## config.mk

```make
export PLATFORM = sky130hd
export DESIGN_NAME = ptiw_isqrt
export DESIGN_NICKNAME = d
export VERILOG_FILES = /design/src/rtl/core/assert_macros.svh /design/src/rtl/core/ptiw_isqrt.sv
export SDC_FILE = /design/constraint.sdc
export NUM_CORES = 1
export LEC_CHECK = 0
export BUFFER_PORTS_ARGS = -buffer_cell sky130_fd_sc_hd__buf_2
export CAP_MARGIN = 20
export CORE_ASPECT_RATIO = 0.7
export CORE_MARGIN = 2
export CORE_UTILIZATION = 55
export DETAILED_ROUTE_END_ITERATION = 10
export PLACE_DENSITY = 0.85
export SETUP_SLACK_MARGIN = 0.2
export SKIP_LAST_GASP = 1
export SYNTH_ARGS = -nofsm -noshare
export SYNTH_HDL_FRONTEND = slang
export SYNTH_SLANG_ARGS = --single-unit
```

## constraint.sdc

```tcl
create_clock -name clk -period 4.5 [get_ports clk]
set_input_delay 0.45 -clock clk [delete_from_list [all_inputs] [get_ports clk]]
set_output_delay 0.45 -clock clk [all_outputs]
set_load 0.02 [all_outputs]
```

## src/rtl/core/assert_macros.svh

```systemverilog
// assertion macros shared by the rtl files
`ifndef ASSERT_MACROS_SVH
`define ASSERT_MACROS_SVH

// property checked on every rising edge of clk, off while rst_n is low
`define ASSERT_CLK(label, prop, msg) \
  label: assert property (@(posedge clk) disable iff (!rst_n) (prop)) else $error(msg);

// condition that must never be true out of reset
`define ASSERT_NEVER(label, cond, msg) \
  `ASSERT_CLK(label, !(cond), msg)

`endif

```

## src/rtl/core/ptiw_isqrt.sv

```systemverilog
// bit-serial integer square root of a 64-bit value, two radicand bits per cycle
`default_nettype none
module ptiw_isqrt (
  input  logic        clk,
  input  logic        rst_n,
  input  logic        start,
  input  logic [63:0] radicand,
  output logic        busy,
  output logic        done,
  output logic [31:0] root
);
  logic [63:0] v_r;
  logic [34:0] rem_r, rem_sh, trial;
  logic [31:0] root_r;
  logic [4:0]  cnt_r;
  logic        run_r, done_r, fits;

  assign rem_sh = {rem_r[32:0], v_r[63:62]};
  assign trial  = {1'b0, root_r, 2'b01};
  assign fits   = rem_sh >= trial;

  always_ff @(posedge clk) begin
    if (!rst_n) begin
      run_r  <= 1'b0;
      done_r <= 1'b0;
      cnt_r  <= '0;
    end else begin
      done_r <= 1'b0;
      if (start) begin
        run_r <= 1'b1;
        cnt_r <= '0;
      end else if (run_r) begin
        cnt_r <= cnt_r + 5'd1;
        if (cnt_r == 5'd31) begin
          run_r  <= 1'b0;
          done_r <= 1'b1;
        end
      end
    end
  end

  always_ff @(posedge clk) begin
    if (start) begin
      v_r    <= radicand;
      rem_r  <= '0;
      root_r <= '0;
    end else if (run_r) begin
      v_r    <= {v_r[61:0], 2'b00};
      rem_r  <= fits ? rem_sh - trial : rem_sh;
      root_r <= {root_r[30:0], fits};
    end
  end

  assign busy = run_r;
  assign done = done_r;
  assign root = root_r;

endmodule
`default_nettype wire

```

Word-level counts from Yosys, hierarchy flattened
Index checks and enable logic that the tools add are counted.

word-level totals
  word-level logic and storage cells = 22
  latch bits = 0
  memory bits (writable) = 0
  memories kept = 0
  memory bits (read-only) = 0
  register bits after elaboration = 136
  bits of input ports = 67

cells by class
  muxes and demuxes = 7
  div/mod/pow operators = 0
  reductions and logical operators = 3
  $lt $le $gt $ge = 1
  shift operators = 0
  bitwise logic cells = 2
  multipliers = 0
  eq/ne operators = 1
  $add $sub $neg = 2

operators with widths
  operator                                      number
  2-to-1 mux 64 bit                             2
  greater-or-equal comparator 35 x 34 -> 1 bit  1
  2-to-1 mux 33 bit                             1
  subtractor 33 bit                             1
  adder 5 x 1 -> 5 bit (second input constant)  1
  equality test 5 bit (second input constant)   1
  2-to-1 mux 1 bit                              4
  OR reduction 3 bit                            1
  NOT 1 bit                                     2
  nonzero test 2 bit                            1
  OR reduction 2 bit                            1

Longest topological paths before layout
  word-level depth = 4
  depth in mapped cells = 13
  gate-level depth less buffers = 10

Worst setup path before layout
No wires, ideal clock.

  kind = reg-to-reg
  start = register root_r[12], in the netlist root[12]
  end = register rem_r[26]
  setup time = 0.129 ns
  required time = 4.371 ns
  stages on the path, launching flop included = 12
  period minus slack after synthesis = 2.708 ns
  buffers on the path = 1
  slack = 1.792 ns
  data arrival time = 2.579 ns
  cells stage by stage = dfxtp_1 -> inv_1 -> ha_1 -> buf_6 -> a21oi_4 -> nand2_2 -> or4_4 -> o21ai_4 -> nand4_4 -> and2_4 -> a2111oi_2 -> o31ai_2

on the way
  cells in the longest elaborated chain, start to end = 2
  elaborated cells between the ends (all ways) = 3

RTL lines
  item                                                                                      line                                text
  start: declaration                                                                        ptiw_isqrt.sv:14                    logic [31:0] root_r;
  start signal: assignment                                                                  ptiw_isqrt.sv:50                    root_r <= {root_r[30:0], fits};
  subtractor 33 bit / greater-or-equal comparator 35 x 34 -> 1 bit (equally long branches)  ptiw_isqrt.sv:49, ptiw_isqrt.sv:20
  2-to-1 mux 33 bit (*)                                                                     ptiw_isqrt.sv:49                    rem_r <= fits ? rem_sh - trial : rem_sh;
  end signal: assignment                                                                    ptiw_isqrt.sv:49
  end: declaration                                                                          ptiw_isqrt.sv:13                    logic [34:0] rem_r, rem_sh, trial;

Mark *: on every way between the ends. The rest lies on a longest branch, timed or not.
A chain may end at the register's enable or synchronous reset.

Worst setup path in the final report
  start = register root_r[6], in the netlist root[6]
  end = register rem_r[1]

on the way
  cells in the longest elaborated chain, start to end = 2

RTL lines
  item                                          line              text
  greater-or-equal comparator 35 x 34 -> 1 bit  ptiw_isqrt.sv:20  assign fits = rem_sh >= trial;
  2-to-1 mux 33 bit                             ptiw_isqrt.sv:49

No other way between the ends.

==> out/summary.log <==
qor: synth.synthesis.area 7690 um^2
qor: power_and_ir_drop.swShare 41.1%
qor: placed_design.numPortBuffers 100
qor: power_and_ir_drop.p_leak 3.70 nW
qor: global_route.grtUsageTotal 22.8%
qor: global_route.grt_start_max_net_pins 79
qor: die.die_wd 145 um
qor: synth.post_synthesis_share_of_cell_area_spent_on_full_adders_half_adders_and_majority_gates 5.86%
qor: clocking.postCtsResizedCells 0
qor: power_and_ir_drop.report.power.total 5.96 mW
qor: timing.fin_skew 0.0104 ns
qor: worst_setup_path.critical-path-max-stage-delay 0.70 ns
qor: clocking.tritoncts.num_buffers 17
qor: clocking.clock_sinks 136
qor: synth.synth_area_leader_cell edfxtp_1
qor: global_route.global_route.overflow_total 0
qor: placed_design.place_hpwl 11.6 mm
qor: clocking.cts_tree done
qor: die.die_area 15000 um^2
qor: timing.min_period_over_period 73.6%
qor: worst_hold_path.holdCritPathClass in2reg
qor: synth.synth_fp_nets 858
qor: power_and_ir_drop.seq_power_share 26.2%
qor: power_and_ir_drop.power.share.clock 24.8%
qor: synth.synth.top_cells.by_area edfxtp_1 (25%), dfxtp_1 (19%), mux2_2 (9.2%), mux2i_1 (6.8%), ha_1 (5.9%)
qor: clocking.post-cts-setup-buffer-count 0
qor: timing.setup_violations 0
qor: synth.share_of_the_yosys_chip_area_belonging_to_registers 43.7%
qor: synth.synth.yosys.warnings 0
qor: clocking.htree_levels 4
qor: worst_setup_path.path_cells inv_1, ha_1, a211oi_1, o21ai_2, a31oi_1, a211oi_2, o21ai_2, a21o_1, mux2_2, a211oi_1
qor: cells_and_area.finish.net_count 943
qor: detailed_routing.detail_route.wirelength 17.3 mm
qor: cells_and_area.area_growth_syn_to_layout 15.8%
qor: die.die_h 103 um
qor: power_and_ir_drop.power.combinational.fraction 49.0%
qor: worst_setup_path.critical_path_buf_inv_count 1
qor: die.num_io_pins 101
qor: worst_setup_path.crit_path_end_kind flop
qor: synth.synth_cells 755
qor: timing.finalWorstPathRequiredPeriod 3.31 ns
qor: worst_setup_path.critical_path_class reg2reg
qor: global_route.grt.met1_usage 31.8%
qor: synth.synthXorXnorAreaFrac 3.30%
qor: outcome.run_status finished clean
qor: worst_setup_path.slowest_stage_cell_cp a21o_1
qor: placed_design.gpl.final_weighted_congestion 0.878
qor: clocking.clock_tree.buffer_depth 2
qor: global_route.groute.layer.met3.usage 6.90%
qor: clocking.cts.root.buffer_cell clkbuf_16
qor: worst_setup_path.timing.critical_path.from_type flop
qor: synth.synth.ff_latch_count 136
qor: global_route.initial_antenna_violation_count 1
qor: timing.worst_slew_margin_rel 36.2%
qor: worst_setup_path.arrival_worst_endpoint 3.65 ns
qor: worst_setup_path.critPathTopFamily compound AO/OA/AOI/OAI gates
qor: synth.yosys_most_used_dff dfxtp_1
qor: timing.timing.final.hold_violations 0
qor: die.initial_core_util 55.8%
qor: detailed_routing.detail_route.first_pass.iterations 6
qor: power_and_ir_drop.ir_worst_vdd 0.347 mV
qor: timing.worst_slew_pin_tran 0.958 ns
qor: worst_setup_path.critical_path_peak_fanout 21
qor: timing.rsz0062_at_grt no
qor: detailed_routing.remaining_drc_errors 0
qor: synth.synthArstFlopShare 0%
qor: global_route.grt_pass1_vias 5480
qor: power_and_ir_drop.netSwitchingPower 2.45 mW
qor: global_route.global_route.peak_usage_layer met2
qor: synth.main_combinational_cell_family_by_area_after_synthesis multiplexers
qor: synth.yosys.area.top_type_share 25.0%
qor: flow_run.maxCapViolCount 0
qor: detailed_routing.via_density 5.73
qor: synth.yosys-mux-area-fraction 16.0%
qor: synth.synth_cell_type_count 70
qor: detailed_routing.drt_iter0_markers 594
qor: global_route.grt_first_pass_wirelength 27.4 mm
qor: clocking.clock_insertion_delay_worst_skew 0.42 ns
qor: die.placement_rows 36
qor: power_and_ir_drop.power_per_cell_area 670 nW/um^2
qor: timing.finalMaxSlewViolations 0
qor: synth.postSynthAreaPerCell 10.2 um^2
qor: synth.share_of_the_synthesized_area_in_compound_gates_ao_oa_aoi_oai 13.7%
qor: synth.synth_enable_flop_cells 64
qor: timing.fmax 302 MHz
qor: clocking.cts-hold-fix-buffers 0
qor: timing.setup_total_negative_slack 0 ns
qor: power_and_ir_drop.p_int 3.51 mW
qor: detailed_routing.routedWlPerCell 16.5 um
qor: cells_and_area.final_layout_size_suffix_gt1_share 26.6%
qor: worst_setup_path.critPathRequiredTime 4.83 ns
qor: detailed_routing.postRouteAntennaNets 0
qor: global_route.globalRouteMet2Util 34.2%
qor: synth.synth_simple_gate_area_share 12.7%
qor: clocking.clk_pin_slew 0.07 ns
qor: die.core 13800 um^2
qor: detailed_routing.detailroute.via_count 5987
-- state kept, by name, indices dropped and copies added (netlist names) --
register / flops
root: 32
rem_r: 33
busy: 1
v_r: 64
cnt_r: 5
done: 1
-- synthesized netlist by cell type, types with 3 or more instances --
library cell  instances
ha_1                 36
and3_1                5
a21o_1                7
a31oi_1               4
o21ai_2               3
dfxtp_1              72
o31ai_1               7
a311oi_1              7
a21oi_1              33
o21bai_1              3
and2_1                5
buf_6                 3
nand2b_1              8
nand2_1              56
edfxtp_1             64
o21a_1                3
xnor2_1              14
nand3_1              11
buf_1                 6
o21ai_0              24
nor2b_1               5
nor3_1                8
buf_4                 4
xor2_1               15
mux2i_1              52
o211ai_1              3
buf_2                 5
nand4_1               7
nor2_1               88
mux2_2               63
a211oi_1             20
inv_1                41
clkbuf_1             21
a22oi_1               4
-- layout by cell type (no fill, tap or decap), drive strengths merged, types with 29 or more instances in the layout --
cell,netlist,layout
buf,19,107
nor2,89,89
dfxtp,72,72
edfxtp,64,64
mux2,63,63
nand2,57,57
mux2i,52,52
inv,41,51
ha,36,36
a21oi,36,36
o21ai,29,29
-- worst paths after layout --
kind	start	end	slack, ns	cells after the start
worst min register to register	rem_r[31]	rem_r[31]	0.46	2
worst max-delay path	root[6]	rem_r[1]	1.19	10
worst max register to register	root[6]	rem_r[1]	1.19	10
worst min-delay path	rst_n	busy	0.27	2
-- layer usage --
layer	wire (um)	up-vias
met2	7470	220
met3	1350	29
li1	-	2906
met5	0	-
met1	8210	2832
met4	242	0
-- area by class of cell --
class	count	area, um^2
fill	1056	4880
multi-input combinational	537	3960
sequential	136	3370
timing repair buffer	107	556
clock buffer	17	425
tap	190	238
clock inverter	15	203
inverter	41	154
antenna	1	2.50
-- kinds of logic after synthesis --
family / Yosys count
xor gates and xnor gates: 29
DFF: 136
adders and majority gates: 36
muxes: 115
buffers and inverters: 82
and+or+nand+nor: 211
AOI/OAI and AO/OA: 146
-- stage by stage --
stage          utilization (%)  area (um^2)  hold slack, ns  setup WS, ns  cells
2_1_floorplan                -         7690           0.430          1.79    755
3_3_place_gp              60.0         8280           0.439          1.38   1011
3_5_place_dp              60.0         8280           0.447          1.27   1011
4_1_cts                   64.6         8900           0.260          1.21   1043
5_1_grt                   64.6         8900           0.270         0.941   1043
6_report                  64.6         8910           0.271          1.19   1044
-- power groups by stage --
stage	logic [mW]	clock network (mW)	registers [mW]
2_1_floorplan	2.35	0	1.55
3_3_place_gp	2.74	0	1.58
3_5_place_dp	2.79	0	1.58
4_1_cts	2.85	1.49	1.56
5_1_grt	3.16	1.54	1.58
6_report	2.92	1.48	1.56
Power figures use the tool's default switching activity.
