`config.mk`:
```
export PLATFORM = sky130hd
export DESIGN_NAME = ptiw_cordic
export DESIGN_NICKNAME = d
export VERILOG_FILES = /design/src/rtl/core/assert_macros.svh /design/src/rtl/core/ptiw_pkg.sv /design/src/rtl/core/ptiw_cordic.sv
export SDC_FILE = /design/constraint.sdc
export NUM_CORES = 2
export LEC_CHECK = 0
export BUFFER_PORTS_ARGS = -buffer_cell sky130_fd_sc_hd__buf_4
export CAP_MARGIN = 5
export CORE_UTILIZATION = 62
export CTS_BUF_LIST = sky130_fd_sc_hd__clkbuf_16
export DETAILED_ROUTE_END_ITERATION = 8
export PLACE_DENSITY = 0.8
export SLEW_MARGIN = 20
export SYNTH_ARGS = -nofsm -noshare
export SYNTH_HDL_FRONTEND = slang
export SYNTH_SLANG_ARGS = --single-unit
export TNS_END_PERCENT = 5
```
`constraint.sdc`:
```
create_clock -name clk -period 10.7 [get_ports clk]
set_input_delay 2.675 -clock clk [delete_from_list [all_inputs] [get_ports clk]]
set_output_delay 2.675 -clock clk [all_outputs]
set_load 0.01 [all_outputs]
```
`src/rtl/core/assert_macros.svh`:
```
// assertion macros shared by the rtl files
`ifndef ASSERT_MACROS_SVH
`define ASSERT_MACROS_SVH

// property checked on every rising edge of clk, off while rst_n is low
`define ASSERT_CLK(label, prop, msg) \
  label: assert property (@(posedge clk) disable iff (!rst_n) (prop)) else $error(msg);

// condition that must never be true out of reset
`define ASSERT_NEVER(label, cond, msg) \
  `ASSERT_CLK(label, !(cond), msg)

`endif

```
`src/rtl/core/ptiw_pkg.sv`:
```
// shared types, constants and the arctangent table of the phasor-to-waveform unit
`default_nettype none
package ptiw_pkg;

  localparam int CHANNELS_DEF = 8;
  localparam int MAX_OUT      = 8;

  // cordic gain correction 0.6072529 in q0.30
  localparam logic [29:0] KINV_Q30 = 30'd652032874;

  // cordic datapath widths
  localparam int XW = 52;
  localparam int ZW = 34;

  // divider widths
  localparam int DIV_NW = 50;
  localparam int DIV_DW = 11;

  // configuration register indexes
  localparam logic [7:0] REG_PHASE_PER_STEP = 8'd0;
  localparam logic [7:0] REG_SUBSTEPS       = 8'd1;

  typedef struct packed {
    logic start;
    logic vec;
  } cordic_req_t;

  typedef struct packed {
    logic [31:0] amp_prev;
    logic [31:0] phase_prev;
    logic [31:0] amp_now;
    logic [31:0] phase_now;
  } phasor_t;

  function automatic logic [31:0] atan_tab(input logic [4:0] i);
    logic [31:0] v;
    case (i)
      5'd0:  v = 32'h20000000;
      5'd1:  v = 32'h12E4051E;
      5'd2:  v = 32'h09FB385B;
      5'd3:  v = 32'h051111D4;
      5'd4:  v = 32'h028B0D43;
      5'd5:  v = 32'h0145D7E1;
      5'd6:  v = 32'h00A2F61E;
      5'd7:  v = 32'h00517C55;
      5'd8:  v = 32'h0028BE53;
      5'd9:  v = 32'h00145F2F;
      5'd10: v = 32'h000A2F98;
      5'd11: v = 32'h000517CC;
      5'd12: v = 32'h00028BE6;
      5'd13: v = 32'h000145F3;
      5'd14: v = 32'h0000A2FA;
      5'd15: v = 32'h0000517D;
      5'd16: v = 32'h000028BE;
      5'd17: v = 32'h0000145F;
      5'd18: v = 32'h00000A30;
      5'd19: v = 32'h00000518;
      5'd20: v = 32'h0000028C;
      5'd21: v = 32'h00000146;
      5'd22: v = 32'h000000A3;
      5'd23: v = 32'h00000051;
      5'd24: v = 32'h00000029;
      5'd25: v = 32'h00000014;
      5'd26: v = 32'h0000000A;
      5'd27: v = 32'h00000005;
      5'd28: v = 32'h00000003;
      5'd29: v = 32'h00000001;
      5'd30: v = 32'h00000001;
      default: v = 32'h00000000;
    endcase
    return v;
  endfunction

endpackage
`default_nettype wire

```
`src/rtl/core/ptiw_cordic.sv`:
```
// shared iterative cordic: vectoring for the phase, rotation for amplitude times cosine
`default_nettype none
module ptiw_cordic (
  input  logic                  clk,
  input  logic                  rst_n,
  input  ptiw_pkg::cordic_req_t req,
  input  logic [31:0]           vec_x,
  input  logic [31:0]           vec_y,
  input  logic [31:0]           amp,
  input  logic [31:0]           theta,
  output logic                  busy,
  output logic                  done,
  output logic [31:0]           angle,
  output logic signed [35:0]    cos_term
);
  import ptiw_pkg::*;

  logic signed [XW-1:0] x_r, y_r, xs, ys, vx, vy, x0v, rnd, shr;
  logic signed [ZW-1:0] z_r, tab, z0r;
  logic [4:0]           iter_r;
  logic                 run_r, done_r, vec_r, flip_r, zero_r, ccw, flip, neg;
  logic [61:0]          kprod;
  logic [31:0]          th;
  logic signed [35:0]   c;

  assign vx    = XW'($signed(vec_x));
  assign vy    = XW'($signed(vec_y));
  assign neg   = vec_x[31];
  assign x0v   = neg ? -vx : vx;
  assign kprod = {30'b0, amp} * {32'b0, KINV_Q30};
  // quadrants 1 and 2 fold by half a turn
  assign flip  = theta[31] ^ theta[30];
  assign th    = {theta[31] ^ flip, theta[30:0]};
  assign z0r   = ZW'($signed(th));

  assign xs  = x_r >>> iter_r;
  assign ys  = y_r >>> iter_r;
  assign tab = {2'b0, atan_tab(iter_r)};
  assign ccw = vec_r ? !(y_r > 0) : !z_r[ZW-1];

  always_ff @(posedge clk) begin
    if (!rst_n) begin
      run_r  <= 1'b0;
      done_r <= 1'b0;
      iter_r <= '0;
    end else begin
      done_r <= 1'b0;
      if (req.start) begin
        run_r  <= 1'b1;
        iter_r <= '0;
      end else if (run_r) begin
        iter_r <= iter_r + 5'd1;
        if (iter_r == 5'd31) begin
          run_r  <= 1'b0;
          done_r <= 1'b1;
        end
      end
    end
  end

  always_ff @(posedge clk) begin
    if (req.start) begin
      vec_r <= req.vec;
      if (req.vec) begin
        x_r    <= x0v;
        y_r    <= neg ? -vy : vy;
        z_r    <= neg ? ZW'(34'h080000000) : '0;
        zero_r <= (vec_x == 32'd0) && (vec_y == 32'd0);
        flip_r <= 1'b0;
      end else begin
        x_r    <= {4'b0, kprod[61:14]};
        y_r    <= '0;
        z_r    <= z0r;
        zero_r <= 1'b0;
        flip_r <= flip;
      end
    end else if (run_r) begin
      if (ccw) begin
        x_r <= x_r - ys;
        y_r <= y_r + xs;
        z_r <= z_r - tab;
      end else begin
        x_r <= x_r + ys;
        y_r <= y_r - xs;
        z_r <= z_r + tab;
      end
    end
  end

  assign rnd      = x_r + XW'(32768);
  assign shr      = rnd >>> 16;
  assign c        = shr[35:0];
  assign cos_term = flip_r ? -c : c;
  assign angle    = zero_r ? 32'd0 : z_r[31:0];
  assign busy     = run_r;
  assign done     = done_r;

endmodule
`default_nettype wire

```
After elaboration in Yosys (flattened, before gate mapping)
Memories as Yosys holds them, arrays and structs flattened. A register that Yosys moved wholly into a read port is not among the register bits.
Index checks and enable logic that the tools add are counted.
{"block": "op_classes", "n_bitwise": 4, "n_eq_ne": 1, "n_reduce_logical": 8, "addsub": 11, "shifts": 2, "multipliers": 1, "mux": 24, "order_cmp": 1}
{"cell": "$mux W52", "n": 10}
{"cell": "$mux W34", "n": 4}
{"cell": "$add A52 B52 Y52", "n": 2}
{"cell": "$neg A32 Y52", "n": 2}
{"cell": "$sshr A52 B5 Y52", "n": 2}
{"cell": "$sub A52 B52 Y52", "n": 2}
{"cell": "$logic_not A32 Y1", "n": 2}
{"cell": "$mux W32", "n": 2}
{"cell": "$mul A32 B29 Y61 const B", "n": 1}
{"cell": "$add A52 B17 Y52 const B", "n": 1}
{"cell": "$gt A52 B1 Y1 const B", "n": 1}
{"cell": "$mux W36", "n": 1}
{"cell": "$neg A36 Y36", "n": 1}
{"cell": "$add A34 B33 Y34", "n": 1}
{"cell": "$sub A34 B33 Y34", "n": 1}
{"cell": "$mux W5", "n": 2}
{"cell": "$add A5 B1 Y5 const B", "n": 1}
{"cell": "$eq A5 B5 Y1 const B", "n": 1}
{"cell": "$mux W1", "n": 5}
{"cell": "$reduce_or A3 Y1", "n": 1}
{"cell": "$logic_not A1 Y1", "n": 2}
{"cell": "$not A1 Y1", "n": 2}
{"cell": "$reduce_bool A2 Y1", "n": 1}
{"cell": "$reduce_or A2 Y1", "n": 1}
{"cell": "other kinds (2)", "n": 3}
{"block": "word_totals", "in_bits": 132, "mem_count": 1, "out_inout_bits": 70, "word_cells": 62, "ff_bits": 148, "rom_bits": 960}
{"memory": "(no name shown)", "depth": 32, "word_bits": 30, "read_ports": 1, "rd_ports_with_merged_regs": 1, "wr": 0, "line": "ptiw_pkg.sv:37", "rtl": "case (i)"}

Depth between registers and ports, before layout
{"block": "depth", "depth_word": 6, "depth_mapped": 33, "mapped_depth_nobuf": 26}

Worst setup path after synthesis
OpenSTA, ideal clock, no wires.
{"block": "synth_timing", "path_type": "input to register", "start": "input amp[8]", "end": "register x_r[37], data pin", "t_required_ps": 10430, "arrival_time_ps": 9294, "setup_slack_ps": 1136, "setup_ps": 270, "cell_stages": 26, "cell_sequence": "inv_1 fa_1 fa_1 inv_1 fa_1 inv_1 fa_1 inv_1 fa_1 fa_1 fa_1 inv_1 fa_1 inv_1 ha_1 a211oi_1 o21bai_1 a2111oi_0 o21ai_0 a21oi_1 o21ai_0 a21oi_1 nor2b_1 nor2_1 xor2_1 o22ai_1"}
{"block": "synth_between", "elab_chain_cells": 3}
{"element": "start, declared", "line": "ptiw_cordic.sv:9", "rtl": "input logic [31:0] amp,"}
{"element": "$mul A32 B29 Y61", "line": "ptiw_cordic.sv:30", "rtl": "assign kprod = {30'b0, amp} * {32'b0, KINV_Q30};"}
{"element": "$mux W52", "line": "ptiw_cordic.sv:64", "rtl": "if (req.vec) begin"}
{"element": "$mux W52", "line": "ptiw_cordic.sv:62", "rtl": "if (req.start) begin"}
{"element": "end signal, assigned", "line": "ptiw_cordic.sv:65", "rtl": "x_r <= x0v;"}
{"element": "end signal, assigned", "line": "ptiw_cordic.sv:71", "rtl": "x_r <= {4'b0, kprod[61:14]};"}
{"element": "end signal, assigned", "line": "ptiw_cordic.sv:79", "rtl": "x_r <= x_r - ys;"}
{"element": "end, declared", "line": "ptiw_cordic.sv:18", "rtl": "logic signed [XW-1:0] x_r, y_r, xs, ys, vx, vy, x0v, rnd, shr;"}
Every way passes these cells.
A chain may end at the register's enable or synchronous reset.

Final worst setup path
Same ends and word-level chain as after synthesis.

==> reports/results.md <==
- **post-CTS setup buffers** 0
- **TNS Setup** 0 ps
- **startpoint kind of the worst setup timing path** primary input
- **Max Clk Rate** 0.0984 GHz
- **deepest level of the CTS H-tree** 4
- **initial cell density of the core** 62.7%
- **r2r startpoint** iter_r[1]
- **violation count after the first detailed-routing iteration** 5021
- **cts hold-fix bufs** 0
- **growth of design area from synthesis to finish** 6.03%
- **count of clock tree sinks** 178
- **Routability Congestion** 1.09
- **Fill cells** 6043
- **die outline area** 75000 um2
- **wire length of the first global-routing pass** 221000 um
- **worst slew margin relative to its limit** 25.2%
- **source-to-sink clock delay at the later pin of the worst-skew pair** 500 ps
- **drt pass-1 iters** 9
- **sum of overflow across all layers after global routing** 0
- **routed wire length on met3** 15400 um
- **cell seen most often among critical-path stages** sky130_fd_sc_hd__fa_1
- **count of nets left with antenna violations after detail routing** 0
- **uppermost layer routed** met5
- **post-detailed-route wirelength per cell** 23.2 um
- **RSZ-0062 raised after global routing** false
- **max-slew violation count** 0
- **Seq cells post-synth** 178
- **antenna violations before repair** 4
- **cell taking the most area after synthesis** sky130_fd_sc_hd__fa_1
- **CP top delay family** adder cells
- **failing checks** DRC
- **cell types occupying the most area after synthesis** sky130_fd_sc_hd__fa_1 20%, sky130_fd_sc_hd__ha_1 14%, sky130_fd_sc_hd__edfxtp_1 9.2%
- **IO Port Bufs** 201
- **Post-Syn Area per Cell** 8.86 um2
- **top_reg_cell synth** sky130_fd_sc_hd__edfxtp_1
- **setup slack of the critical path after layout** 538 ps
- **Worst Path Buf+Inv** 8
- **Critical path origin** amp[8]
- **Root Buffer** sky130_fd_sc_hd__clkbuf_16
- **library cell contributing the largest single delay on the critical path** sky130_fd_sc_hd__a2111oi_0
- **total routed wire length on the met1 layer** 59600 um
- **endpoint type of the worst setup path** register
- **worst min-delay path startpoint** busy
- **DP Wirelength** 117000 um
- **Fin Clk Skew** 13.1 ps
- **maximum clock path buffer count** 2
- **largest fanout on the critical path** 6
- **count of unique library cells instantiated by Yosys** 97
- **CTS Buf Count** 17
- **area used by multi-input combinational logic** 37000 um2
- **share of post-route cells with drive strength above 1** 10.1%
- **Tot GR Track Use** 38.3%
- **slowest stage delay, CP** 650 ps
- **DRC violation count after routing** 27
- **Post-synth EDFFs** 141
- **number of hold-slack violations in the final timing report** 0
- **Final Cycle Share** 95.0%
- **metal2 WL** 63000 um
- **status** complete, but fails checks
- **net count after synthesis** 6270
- **reported max-cap violation count** 0
- **Site Rows** 99
- **commonest non-fill, non-tap cell in the layout** sky130_fd_sc_hd__inv_1
- **Setup Crit Path Kind** in -> reg
- **Required @ worst endpoint** 10930 ps
- **sequential-to-total area share from yosys stat** 10.9%
- **Die Height** 274 um
- **TritonCTS clock tree** done
- **Final nets** 6309
- **Post-CTS Resized** 0
- **core outline area** 73100 um2
- **time the worst path needs with I/O delays and setup** 10160 ps
- **number of warning messages in the yosys log** 0
- **top cell type's share of synthesized area** 20.1%
- **average via count per standard cell** 6.52
- **Finish-stage setup viols** 0
- **count of pins on the block boundary** 202
- **aggregate routed wire length** 143000 um
- **clock-pin slew of the registers on the worst-case setup and hold paths** 90 ps
- **number of global-route vias before repair** 38345
- **largest net degree at the start of global routing** 81
- **Slew @ Worst Pin** 1120 ps
- **via count** 40312
- **count of mapped cells out of synthesis** 5173
- **Antenna Cells** 0
- **combined area of all synthesized cells** 45800 um2
- **most frequent cells in the layout** 777 x sky130_fd_sc_hd__inv_1, 505 x sky130_fd_sc_hd__ha_1, 460 x sky130_fd_sc_hd__fa_1, 387 x sky130_fd_sc_hd__nand2_1, 306 x sky130_fd_sc_hd__o21ai_0
- **critical path arrival** 10390 ps
- **Die Span X** 274 um
- **class of the tightest hold or removal check** reg -> reg
- **worst-case setup slack after placement** 212 ps
- **Sequential cell area** 4990 um2
- **proportion of synthesized flip-flops having asynchronous set or reset** 0%
-- Yosys cell counts, types with 37 or more instances --
cell type and instances:
sky130_fd_sc_hd__a211oi_1 39, sky130_fd_sc_hd__a21o_1 87, sky130_fd_sc_hd__a21oi_1 236, sky130_fd_sc_hd__a31oi_1 37
sky130_fd_sc_hd__and3_1 42, sky130_fd_sc_hd__clkbuf_1 148, sky130_fd_sc_hd__dfxtp_1 37, sky130_fd_sc_hd__edfxtp_1 141
sky130_fd_sc_hd__fa_1 460, sky130_fd_sc_hd__ha_1 505, sky130_fd_sc_hd__inv_1 778, sky130_fd_sc_hd__mux2_2 66
sky130_fd_sc_hd__mux2i_1 121, sky130_fd_sc_hd__mux4_2 126, sky130_fd_sc_hd__nand2_1 387, sky130_fd_sc_hd__nand2b_1 55
sky130_fd_sc_hd__nand3_1 88, sky130_fd_sc_hd__nor2_1 237, sky130_fd_sc_hd__nor2b_1 75, sky130_fd_sc_hd__nor3_1 80
sky130_fd_sc_hd__nor4_1 46, sky130_fd_sc_hd__o211ai_1 49, sky130_fd_sc_hd__o21ai_0 306, sky130_fd_sc_hd__o22ai_1 53
sky130_fd_sc_hd__o31ai_1 52, sky130_fd_sc_hd__xnor2_1 189, sky130_fd_sc_hd__xor2_1 206
-- cells by family (layout without fill, tap and decap cells) --
logic type	after synthesis	in the layout	share of synthesized area (%)
AOI/OAI and AO/OA	1130	1130	16.0
xor gates and xnor gates	395	395	7.55
adders and majority gates	965	965	33.9
buffers and inverters	1004	1056	8.51
DFF	178	178	10.9
muxes	313	313	10.5
and+or+nand+nor	1188	1188	12.7
-- sequential cells by signal, summed over array words and instances, names as in the netlist --
name / cells
busy: 1
done: 1
flip_r: 1
iter_r: 5
tab: 30
vec_r: 1
x_r: 52
y_r: 52
z_r: 34
zero_r: 1
-- metrics by stage --
stage	hold slack [ps]	area [um2]	cells	util (%)
6_report	672	48600	6184	66.5
4_1_cts	678	48600	6183	66.5
3_5_place_dp	663	47900	6151	65.6
3_3_place_gp	666	47900	6151	65.6
2_1_floorplan	609	45800	5173	-
5_1_grt	716	48600	6184	66.5
-- layer usage --
layer	up-vias	GRT usage [%]
li1	18180	-
met1	19639	54.3
met2	2145	57.5
met3	346	9.07
met4	2	12.4
met5	-	0
-- cell type report --
class | instances | area share, %
Clock inverter | 15 | 0.443
Timing Repair Buffer | 241 | 3.79
Inverter | 783 | 6.05
Tap cell | 959 | 2.47
Multi-Input combinational cell | 3991 | 76.1
Sequential cell | 178 | 10.3
Clock buffer | 17 | 0.876
-- final timing paths --
kind / end / slack, ps / cells after the start
hold reg to reg: busy / 670 / 2
setup reg to reg: y_r[48] / 2410 / 26
hold / removal: busy / 670 / 2
setup / recovery: x_r[37] / 540 / 28
-- worst min-delay path, delay by kind of cell, from the launching register on --
| kind | cells | cell delay, ps |
|---|---|---|
| AOI/OAI and AO/OA | 1 | 70 |
| and+or+nand+nor | 1 | 120 |
| DFF | 1 | 440 |
Power is not shown: default switching activity piles up to over one toggle a cycle in this logic, so the estimate is an artifact.
