===== config.mk =====
export PLATFORM = sky130hd
export DESIGN_NAME = ptiw_mem
export DESIGN_NICKNAME = d
export VERILOG_FILES = /design/src/rtl/core/ptiw_pkg.sv /design/src/rtl/core/ptiw_mem.sv
export VERILOG_INCLUDE_DIRS = /design/src /design/src/rtl/core
export SDC_FILE = /design/constraint.sdc
export NUM_CORES = 1
export LEC_CHECK = 0
export ABC_CLOCK_PERIOD_IN_PS = 22900
export BUFFER_PORTS_ARGS = -buffer_cell sky130_fd_sc_hd__buf_2
export CORE_MARGIN = 10
export CORE_UTILIZATION = 45
export CTS_BUF_LIST = sky130_fd_sc_hd__clkbuf_4 sky130_fd_sc_hd__clkbuf_8
export DETAILED_ROUTE_END_ITERATION = 8
export GPL_TIMING_DRIVEN = 0
export SLEW_MARGIN = 20
export SYNTH_ARGS = -nofsm -noshare
export SYNTH_HDL_FRONTEND = slang
export SYNTH_SLANG_ARGS = --single-unit
export TNS_END_PERCENT = 20

===== constraint.sdc =====
create_clock -name clk -period 22.9 [get_ports clk]
set_input_delay 1.145 -clock clk [delete_from_list [all_inputs] [get_ports clk]]
set_output_delay 1.145 -clock clk [all_outputs]
set_load 0.1 [all_outputs]

===== src/rtl/core/assert_macros.svh =====
// assertion macros shared by the rtl files
`ifndef ASSERT_MACROS_SVH
`define ASSERT_MACROS_SVH

// property checked on every rising edge of clk, off while rst_n is low
`define ASSERT_CLK(label, prop, msg) \
  label: assert property (@(posedge clk) disable iff (!rst_n) (prop)) else $error(msg);

// condition that must never be true out of reset
`define ASSERT_NEVER(label, cond, msg) \
  `ASSERT_CLK(label, !(cond), msg)

`endif


===== src/rtl/core/ptiw_pkg.sv =====
// shared types, constants and the arctangent table of the phasor-to-waveform unit
`default_nettype none
package ptiw_pkg;

  localparam int CHANNELS_DEF = 8;
  localparam int MAX_OUT      = 8;

  // cordic gain correction 0.6072529 in q0.30
  localparam logic [29:0] KINV_Q30 = 30'd652032874;

  // cordic datapath widths
  localparam int XW = 52;
  localparam int ZW = 34;

  // divider widths
  localparam int DIV_NW = 50;
  localparam int DIV_DW = 11;

  // configuration register indexes
  localparam logic [7:0] REG_PHASE_PER_STEP = 8'd0;
  localparam logic [7:0] REG_SUBSTEPS       = 8'd1;

  typedef struct packed {
    logic start;
    logic vec;
  } cordic_req_t;

  typedef struct packed {
    logic [31:0] amp_prev;
    logic [31:0] phase_prev;
    logic [31:0] amp_now;
    logic [31:0] phase_now;
  } phasor_t;

  function automatic logic [31:0] atan_tab(input logic [4:0] i);
    logic [31:0] v;
    case (i)
      5'd0:  v = 32'h20000000;
      5'd1:  v = 32'h12E4051E;
      5'd2:  v = 32'h09FB385B;
      5'd3:  v = 32'h051111D4;
      5'd4:  v = 32'h028B0D43;
      5'd5:  v = 32'h0145D7E1;
      5'd6:  v = 32'h00A2F61E;
      5'd7:  v = 32'h00517C55;
      5'd8:  v = 32'h0028BE53;
      5'd9:  v = 32'h00145F2F;
      5'd10: v = 32'h000A2F98;
      5'd11: v = 32'h000517CC;
      5'd12: v = 32'h00028BE6;
      5'd13: v = 32'h000145F3;
      5'd14: v = 32'h0000A2FA;
      5'd15: v = 32'h0000517D;
      5'd16: v = 32'h000028BE;
      5'd17: v = 32'h0000145F;
      5'd18: v = 32'h00000A30;
      5'd19: v = 32'h00000518;
      5'd20: v = 32'h0000028C;
      5'd21: v = 32'h00000146;
      5'd22: v = 32'h000000A3;
      5'd23: v = 32'h00000051;
      5'd24: v = 32'h00000029;
      5'd25: v = 32'h00000014;
      5'd26: v = 32'h0000000A;
      5'd27: v = 32'h00000005;
      5'd28: v = 32'h00000003;
      5'd29: v = 32'h00000001;
      5'd30: v = 32'h00000001;
      default: v = 32'h00000000;
    endcase
    return v;
  endfunction

endpackage
`default_nettype wire


===== src/rtl/core/ptiw_mem.sv =====
// per-channel phasor store, one read and one write port, registered read
`default_nettype none
`include "assert_macros.svh"
module ptiw_mem #(
  parameter int CHANNELS = ptiw_pkg::CHANNELS_DEF,
  parameter int AW       = 3
) (
  input  logic              clk,
  input  logic              rst_n,
  input  logic              rd_en,
  input  logic [AW-1:0]     rd_addr,
  input  logic              wr_en,
  input  logic [AW-1:0]     wr_addr,
  input  ptiw_pkg::phasor_t wr_data,
  output ptiw_pkg::phasor_t rd_data
);
  import ptiw_pkg::*;

  phasor_t             phasor_mem [CHANNELS];
  logic [CHANNELS-1:0] valid_r;
  phasor_t             rd_data_r;

  always_ff @(posedge clk) begin
    if (!rst_n) begin
      valid_r <= '0;
    end else if (wr_en) begin
      valid_r[wr_addr] <= 1'b1;
    end
  end

  always_ff @(posedge clk) begin
    if (wr_en) begin
      phasor_mem[wr_addr] <= wr_data;
    end
  end

  // entries never written read as zero
  always_ff @(posedge clk) begin
    if (rd_en) begin
      rd_data_r <= valid_r[rd_addr] ? phasor_mem[rd_addr] : '0;
    end
  end

  assign rd_data = rd_data_r;

  `ASSERT_NEVER(a_rw_same_cycle, rd_en && wr_en, "read and write in one cycle")
  `ASSERT_CLK(a_rd_range, rd_en |-> (32'(rd_addr) < 32'(CHANNELS)), "read beyond channels")
  `ASSERT_CLK(a_wr_range, wr_en |-> (32'(wr_addr) < 32'(CHANNELS)), "write beyond channels")

endmodule
`default_nettype wire

### Yosys cells after proc, flatten, opt, wreduce, memory -nomap -nowiden

Memories as Yosys holds them, arrays and structs flattened. A register that Yosys moved wholly into a read port is not among the register bits.
Index checks and enable logic that the tools add are counted.

| storage, ports and cells | value |
|---|---|
| bits in read-only memories | 0 |
| logic and storage cells | 14 |
| memories | 1 |
| bits in writable memories | 1024 |
| bits in latches | 0 |
| output and inout port bits | 128 |
| bits of input ports | 138 |
| bits in registers | 8 |

Memory list:

| name | words | bits a word | read ports | clocked after memory_dff | write ports | line | RTL |
|---|---|---|---|---|---|---|---|
| phasor_mem | 8 | 128 | 1 | 1 | 1 | ptiw_mem.sv:19 | `phasor_t phasor_mem [CHANNELS];` |

| cells by class | value |
|---|---|
| eq/ne operators | 0 |
| muxes and demuxes | 6 |
| divide/modulo/power cells | 0 |
| multiply operators | 0 |
| shifts and indexed selects | 0 |
| order comparisons | 3 |
| add/sub/neg operators | 0 |
| reduce and logical (&&, ||, !) cells | 2 |
| bitwise operators | 1 |

Operators with widths:

| kind | count |
|---|---|
| $lt A3 B4 Y1 const B | 2 |
| $or A8 B8 Y8 | 1 |
| $mux W1 | 4 |
| $bmux W1 S3 | 1 |
| $demux W1 S3 | 1 |
| $ge A3 B1 Y1 const B | 1 |
| $logic_and A1 B1 Y1 | 1 |
| $logic_not A1 Y1 | 1 |

### Longest topological paths before layout

Gate-level depths: netlist (run 1).

| depth | value |
|---|---|
| depth in word-level cells | 5 |
| gate-level depth with buffers | 6 |
| mapped depth without buffers | 3 |

### Worst setup path after synthesis (run 1)

No wires, ideal clock.

| timing | value |
|---|---|
| path type | input-to-reg |
| from | input wr_addr[1] |
| to | memory phasor_mem[0][0] (netlist name) (enable) |
| stages on the path | 1 |
| arrival time | 10.030 ns |
| path buffers | 0 |
| data required time | 22.124 ns |
| library setup time | 0.776 ns |
| slack | 12.094 ns |
| path through | nor3_1 |

RTL lines:

| item | line | RTL |
|---|---|---|
| start: declaration | ptiw_mem.sv:13 | `input logic [AW-1:0] wr_addr,` |
| end: declaration | ptiw_mem.sv:19 |  |

Straight into the memory's write port.

### Final worst setup path (run 1)

| timing | value |
|---|---|
| from | input wr_addr[2] |
| to | memory phasor_mem[0][90] (netlist name) (enable) |

Straight into the memory's write port.

==> results of run 1 <==
==> state kept, by name, summed over array words and instances (netlist names) <==
| name | flops |
|---|---|
| phasor_mem | 1024 |
| rd_data | 128 |
| valid_r | 8 |
==> final cells by class <==
class | count | area (µm²)
timing repair buffer | 352 | 2850
sequential | 1160 | 34800
antenna | 8 | 20.0
multi-input combinational | 536 | 7760
buffer | 88 | 429
clock inverter | 96 | 837
fill | 7362 | 43500
tap | 1265 | 1580
clock buffer | 246 | 3030
==> Yosys cell counts <==
cell         n  area (µm²)
buf_2       37         185
o21a_1       8        60.1
clkbuf_1    21        78.8
buf_6        1        11.3
nand2b_1     3        18.8
buf_4       12        90.1
mux4_2     258        5810
nor2_1     134         503
nor3_1       2        10.0
buf_1       17        63.8
edfxtp_1  1152       34600
dfxtp_1      8         160
nand2_1      2        7.51
mux2i_1    129        1290
==> cells by family after synthesis <==
group	Yosys count	synth area share, %
buffers and inverters	88	1.00
multiplexers	387	16.6
flip-flops	1160	81.0
AO/OA/AOI/OAI	8	0.140
AND/OR/NAND/NOR	141	1.26
==> metrics by stage <==
step	worst slack, ns	power, W	hold slack, ns	std cells	utilization (%)
after floorplan	12.09	0.00269	0.435	1784	-
after global placement	1.60	0.00279	0.442	3310	48.3
after detailed placement	19.10	0.00280	0.449	3401	50.0
after CTS	19.91	0.00463	0.463	3743	54.1
after global routing	19.93	0.00475	0.476	3746	54.1
final	19.98	0.00457	0.461	3751	54.1
==> where the power goes <==
part,internal (W),total [W],switching (W)
clock,0.00102,0.00182,0.000805
combinational,0.000106,0.000321,0.000215
sequential,0.00241,0.00243,0.0000175
total,0.00353,0.00457,0.00104
==> critical path: stages <==
cell,delay (ns)
buf_2,0.11
nand2b_1,0.31
nor3_2,0.63
buf_4,0.32
buf_4,0.22
buf_4,0.20
buf_4,0.21
buf_6,0.17
buf_6,0.15
==> worst paths after layout <==
kind                                              start  slack, ns  cells after the start                     endpoint
worst max-delay path                         wr_addr[2]      19.98                      9  phasor_mem[0][90]$_DFFE_PP_
worst min-delay path            valid_r[5]$_SDFFE_PN0P_       0.46                      1      valid_r[5]$_SDFFE_PN0P_
worst max register to register  valid_r[7]$_SDFFE_PN0P_      20.60                      5    rd_data[44]$_SDFFCE_PN0P_
worst min register to register  valid_r[5]$_SDFFE_PN0P_       0.46                      1      valid_r[5]$_SDFFE_PN0P_
==> metal layers <==
metal	GRT usage, %	up-vias	wire length (µm)
li1	-	8634	-
met4	5.12	44	1580
met1	23.6	10500	40000
met2	29.3	639	48100
met5	0	-	314
met3	5.19	162	7460
==> results.yml, run 1 <==
synth:
  synth_area_per_cell_um2: 24.0
  synth_seq_area_share_pct: 81.0
  syn_inst: 1784
  ys_types: 14
  synth_seq_cells: 1160
  ys_warn_count: 0
  synth_nets: 1922
  synthesis.area_mm2: 0.0429
grt:
  grt_pass1_vias: 21400
  antenna_found_initial: 41
  grt_usage_pct: 18.1
  overflow: 0
  grt_start_max_net_pins: 56
  grt_pass1_wl_um: 142000
sta:
  report.final.slew_viol_count: 0
  fin_skew_ns: 0.0327
  rsz0062_at_grt: "no"
  relSlewSlack_pct: 35.1
  clock.fmax_ghz: 0.342
  post-route-period-util_pct: 12.8
  setup_viol: 0
  tns_ns: 0
  final_hold_viol_count: 0
  fin_crit_ns: 2.92
  tightest_slew_ns: 0.974
placed_design:
  gp_congestion: 0.715
  hpwl_um: 62600
  place_area_mm2: 0.0474
  port-buffer-count: 261
floorplan:
  die_h_um: 329
  row_count: 113
  core-area_mm2: 0.0947
  io_pins: 266
  fp.dieW_um: 329
  start_util_pct: 45.3
  dieArea_mm2: 0.108
detailed_routing:
  remaining_drc_errors: 0
  drt_first_pass_iters: 5
  avgRoutedWirePerCell_um: 26.0
  drtIter0Drc: 1726
  viasPerCell: 5.32
  via_count: 20000
  ant_nets: 0
  routed_wirelength_um: 97500
layout:
  final_common_cell: "edfxtp_1"
  layout-drive-gt1-share_pct: 38.9
  stdcell_area_mm2: 0.0513
  fin_nets: 2464
  most-common-layout-cells: "edfxtp_1, buf_2, mux4_2"
  area_delta_synth_final_pct: 19.5
power_and_ir_drop:
  power_density_mw_per_mm2: 89.2
  p_leak_nw: 17.4
  vdd_ir_drop_max_mv: 0.0487
clock_network:
  ctsResizeCount: 0
  cts_tree: "built"
  post_cts_buffers: 0
  clk_latency_ns: 0.85
  htree_levels: 4
  clockRootBuffer: "clkbuf_8"
  clk_pin_slew_ns: 0.06
  cts_buffers: 188
  postCtsHoldBufs: 0
  cts.sinks: 1160
  cts_buffer_depth: 3
status:
  outcome: "completed"
critical_path:
  cp-start-kind: "input pin"
  worstSetupEndpointType: "flip-flop"
  arrival_ns: 3.48
  crit_required_ns: 23.46
  path_class: "input pin to flip-flop"
  critPathMaxFanout: 8
flow_run:
  cap_violations: 0
worst_hold_path:
  min_path_type: "flip-flop to flip-flop"
No activity file was read; power rests on OpenSTA's default activity.
==> inputs of run 2 (changes only) <==
--- a/config.mk
+++ b/config.mk
@@ -6,7 +6,7 @@
 export SDC_FILE = /design/constraint.sdc
 export NUM_CORES = 1
 export LEC_CHECK = 0
-export ABC_CLOCK_PERIOD_IN_PS = 22900
+export ABC_CLOCK_PERIOD_IN_PS = 2600
 export BUFFER_PORTS_ARGS = -buffer_cell sky130_fd_sc_hd__buf_2
 export CORE_MARGIN = 10
 export CORE_UTILIZATION = 45
==> constraint.sdc (replaced) <==
create_clock -name clk -period 2.6 [get_ports clk]
set_input_delay 0.13 -clock clk [delete_from_list [all_inputs] [get_ports clk]]
set_output_delay 0.13 -clock clk [all_outputs]
set_load 0.1 [all_outputs]
==> run 2 against run 1 <==
Against the previous run: hold slack lost 0.36 ns; die area is the same; combinational power grew to 9.4 times the previous value; worst setup slack lost 20 ns; power grew to 8.7 times the previous value; core utilization grew 1.3 points; first-iteration DRC count shrank 14%; clock power grew to 8.4 times the previous value; sequential power grew to 8.8 times the previous value; sequential share of layout area shrank 1.6 points; clock skew shrank 0.0092 ns; flip-flop and latch count is the same; largest power group unchanged.
==> results.yml, run 2 (same netlist as run 1, synthesis figures left out) <==
critical_path:
  startpoint: "wr_addr[2]"
  crit_buf_inv: 7
  crit_chain: "dlygate4sd3_1 -> buf_2 -> nand2b_4 -> dlygate4sd3_1 -> nor2_4 -> buf_16 -> buf_16 -> buf_12 -> buf_8"
  worstSetupEndpointType: "flip-flop"
  crit_required_ns: 3.13
  path_delay_family: "buffers and inverters"
  path_class: "input pin to flip-flop"
  cp-start-kind: "input pin"
  arrival_ns: 3.05
  critPathMaxFanout: 18
  r2r-start: "valid_r[7]$_SDFFE_PN0P_"
  slowest_stage: "dlygate4sd3_1"
  max_stage_delay_ns: 0.68
layout:
  largest_reg_flops: 1024
  fin_util_pct: 55.4
  fin_nets: 2593
  area_delta_synth_final_pct: 22.4
  nFillCells: 7307
  multi_input_area_mm2: 0.00779
  stdcell_area_mm2: 0.0525
  final_common_cell: "edfxtp_1"
  most-common-layout-cells: "edfxtp_1, buf_2, mux4_2"
  layout-drive-gt1-share_pct: 36.8
  seqCellArea_mm2: 0.0348
  regMostFlops: "phasor_mem"
grt:
  grt_usage_pct: 18.3
  antenna_found_initial: 11
  grt_start_max_net_pins: 75
  grt_pass1_wl_um: 145000
  overflow: 0
  grt_pass1_vias: 22400
clock_network:
  clk_latency_ns: 0.83
  cts_buffer_depth: 3
  htree_levels: 4
  cts_buffers: 188
  cts.sinks: 1160
  clk_pin_slew_ns: 0.06
  ctsResizeCount: 0
  clockRootBuffer: "clkbuf_8"
  cts_tree: "built"
floorplan:
  io_pins: 266
  row_count: 113
  start_util_pct: 45.3
  dieArea_mm2: 0.108
  core-area_mm2: 0.0947
  fp.dieW_um: 329
  die_h_um: 329
detailed_routing:
  drtIter0Drc: 1489
  avgRoutedWirePerCell_um: 25.3
  ant_nets: 0
  routed_wirelength_um: 98200
  viasPerCell: 5.26
  via_count: 20400
  remaining_drc_errors: 0
  drt_first_pass_iters: 5
sta:
  report.final.slew_viol_count: 0
  clock.fmax_ghz: 0.396
  tightest_slew_ns: 0.956
  setup_viol: 0
  relSlewSlack_pct: 36.3
  rsz0062_at_grt: "no"
  final_hold_viol_count: 0
  fin_crit_ns: 2.53
  fin_skew_ns: 0.0234
  hold_ws_ns: 0.101
  post-route-period-util_pct: 97.1
  tns_ns: 0
power_and_ir_drop:
  p_switching_w: 0.00903
  swShare_pct: 22.8
  total_power_w: 0.0397
  seqPwrFrac_pct: 54.0
  vdd_ir_drop_max_mv: 0.472
  p_leak_nw: 17.9
  pwr-share-clk_pct: 38.4
  power_density_mw_per_mm2: 755
  pwr-share-comb_pct: 7.6
  p_int_w: 0.0306
status:
  outcome: "completed"
worst_hold_path:
  min_path_type: "input pin to flip-flop"
  hp-start: "wr_data[75]"
placed_design:
  port-buffer-count: 261
  hpwl_um: 62000
  gp_congestion: 0.711
  place_area_mm2: 0.0474
flow_run:
  cap_violations: 0
[run 2: layer usage]
layer	up-vias	track usage [%]	routed length (µm)	share of wire [%]
met1	10800	23.8	40800	42
met3	136	4.46	5850	6.0
met2	598	30.6	49800	51
met4	10	5.14	1670	1.7
met5	-	0	47	0.048
li1	8890	-	-	-
[run 2: cell type report]
class                   count  area share, %
flip-flops and latches   1160           66.2
multi-input cells         536           14.8
repair buffers            481           8.13
clock buffers             265           6.08
well taps                1265           3.01
clock inverters            73          0.898
plain buffers              88          0.817
diodes                      7         0.0334
[run 2: power by group through the flow]
| stage | Sequential [W] | Clock, W | Combinational [W] |
|---|---|---|---|
| global placement | 0.0218 | 0 | 0.00269 |
| floorplan | 0.0225 | 0 | 0.00112 |
| finish | 0.0214 | 0.0152 | 0.00302 |
| detailed placement | 0.0218 | 0 | 0.00288 |
| global route | 0.0214 | 0.0165 | 0.00321 |
| CTS | 0.0214 | 0.0157 | 0.00308 |
[run 2: what timing repair did]
action                                  4_1_cts  5_1_grt
buffers inserted                              0        6
endpoints found under the hold margin      1323        0
hold buffers                                137        0
endpoints found under the setup margin        0       15
[run 2: path summary, 6_finish.rpt]
path / to / slack, ns / cells after the start
setup / recovery: phasor_mem[2][10]$_DFFE_PP_ / 0.07 / 9
hold / removal: phasor_mem[5][75]$_DFFE_PP_ / 0.10 / 2
setup reg to reg: rd_data[44]$_SDFFCE_PN0P_ / 0.26 / 5
hold reg to reg: valid_r[0]$_SDFFE_PN0P_ / 0.48 / 1
[run 2: per-stage QoR]
stage          std cells  setup slack [ns]
6_report            3875            0.0748
5_1_grt             3872            0.0406
4_1_cts             3862            0.0508
3_5_place_dp        3387            0.0324
3_3_place_gp        3310             -4.95
2_1_floorplan       1784             -1.25
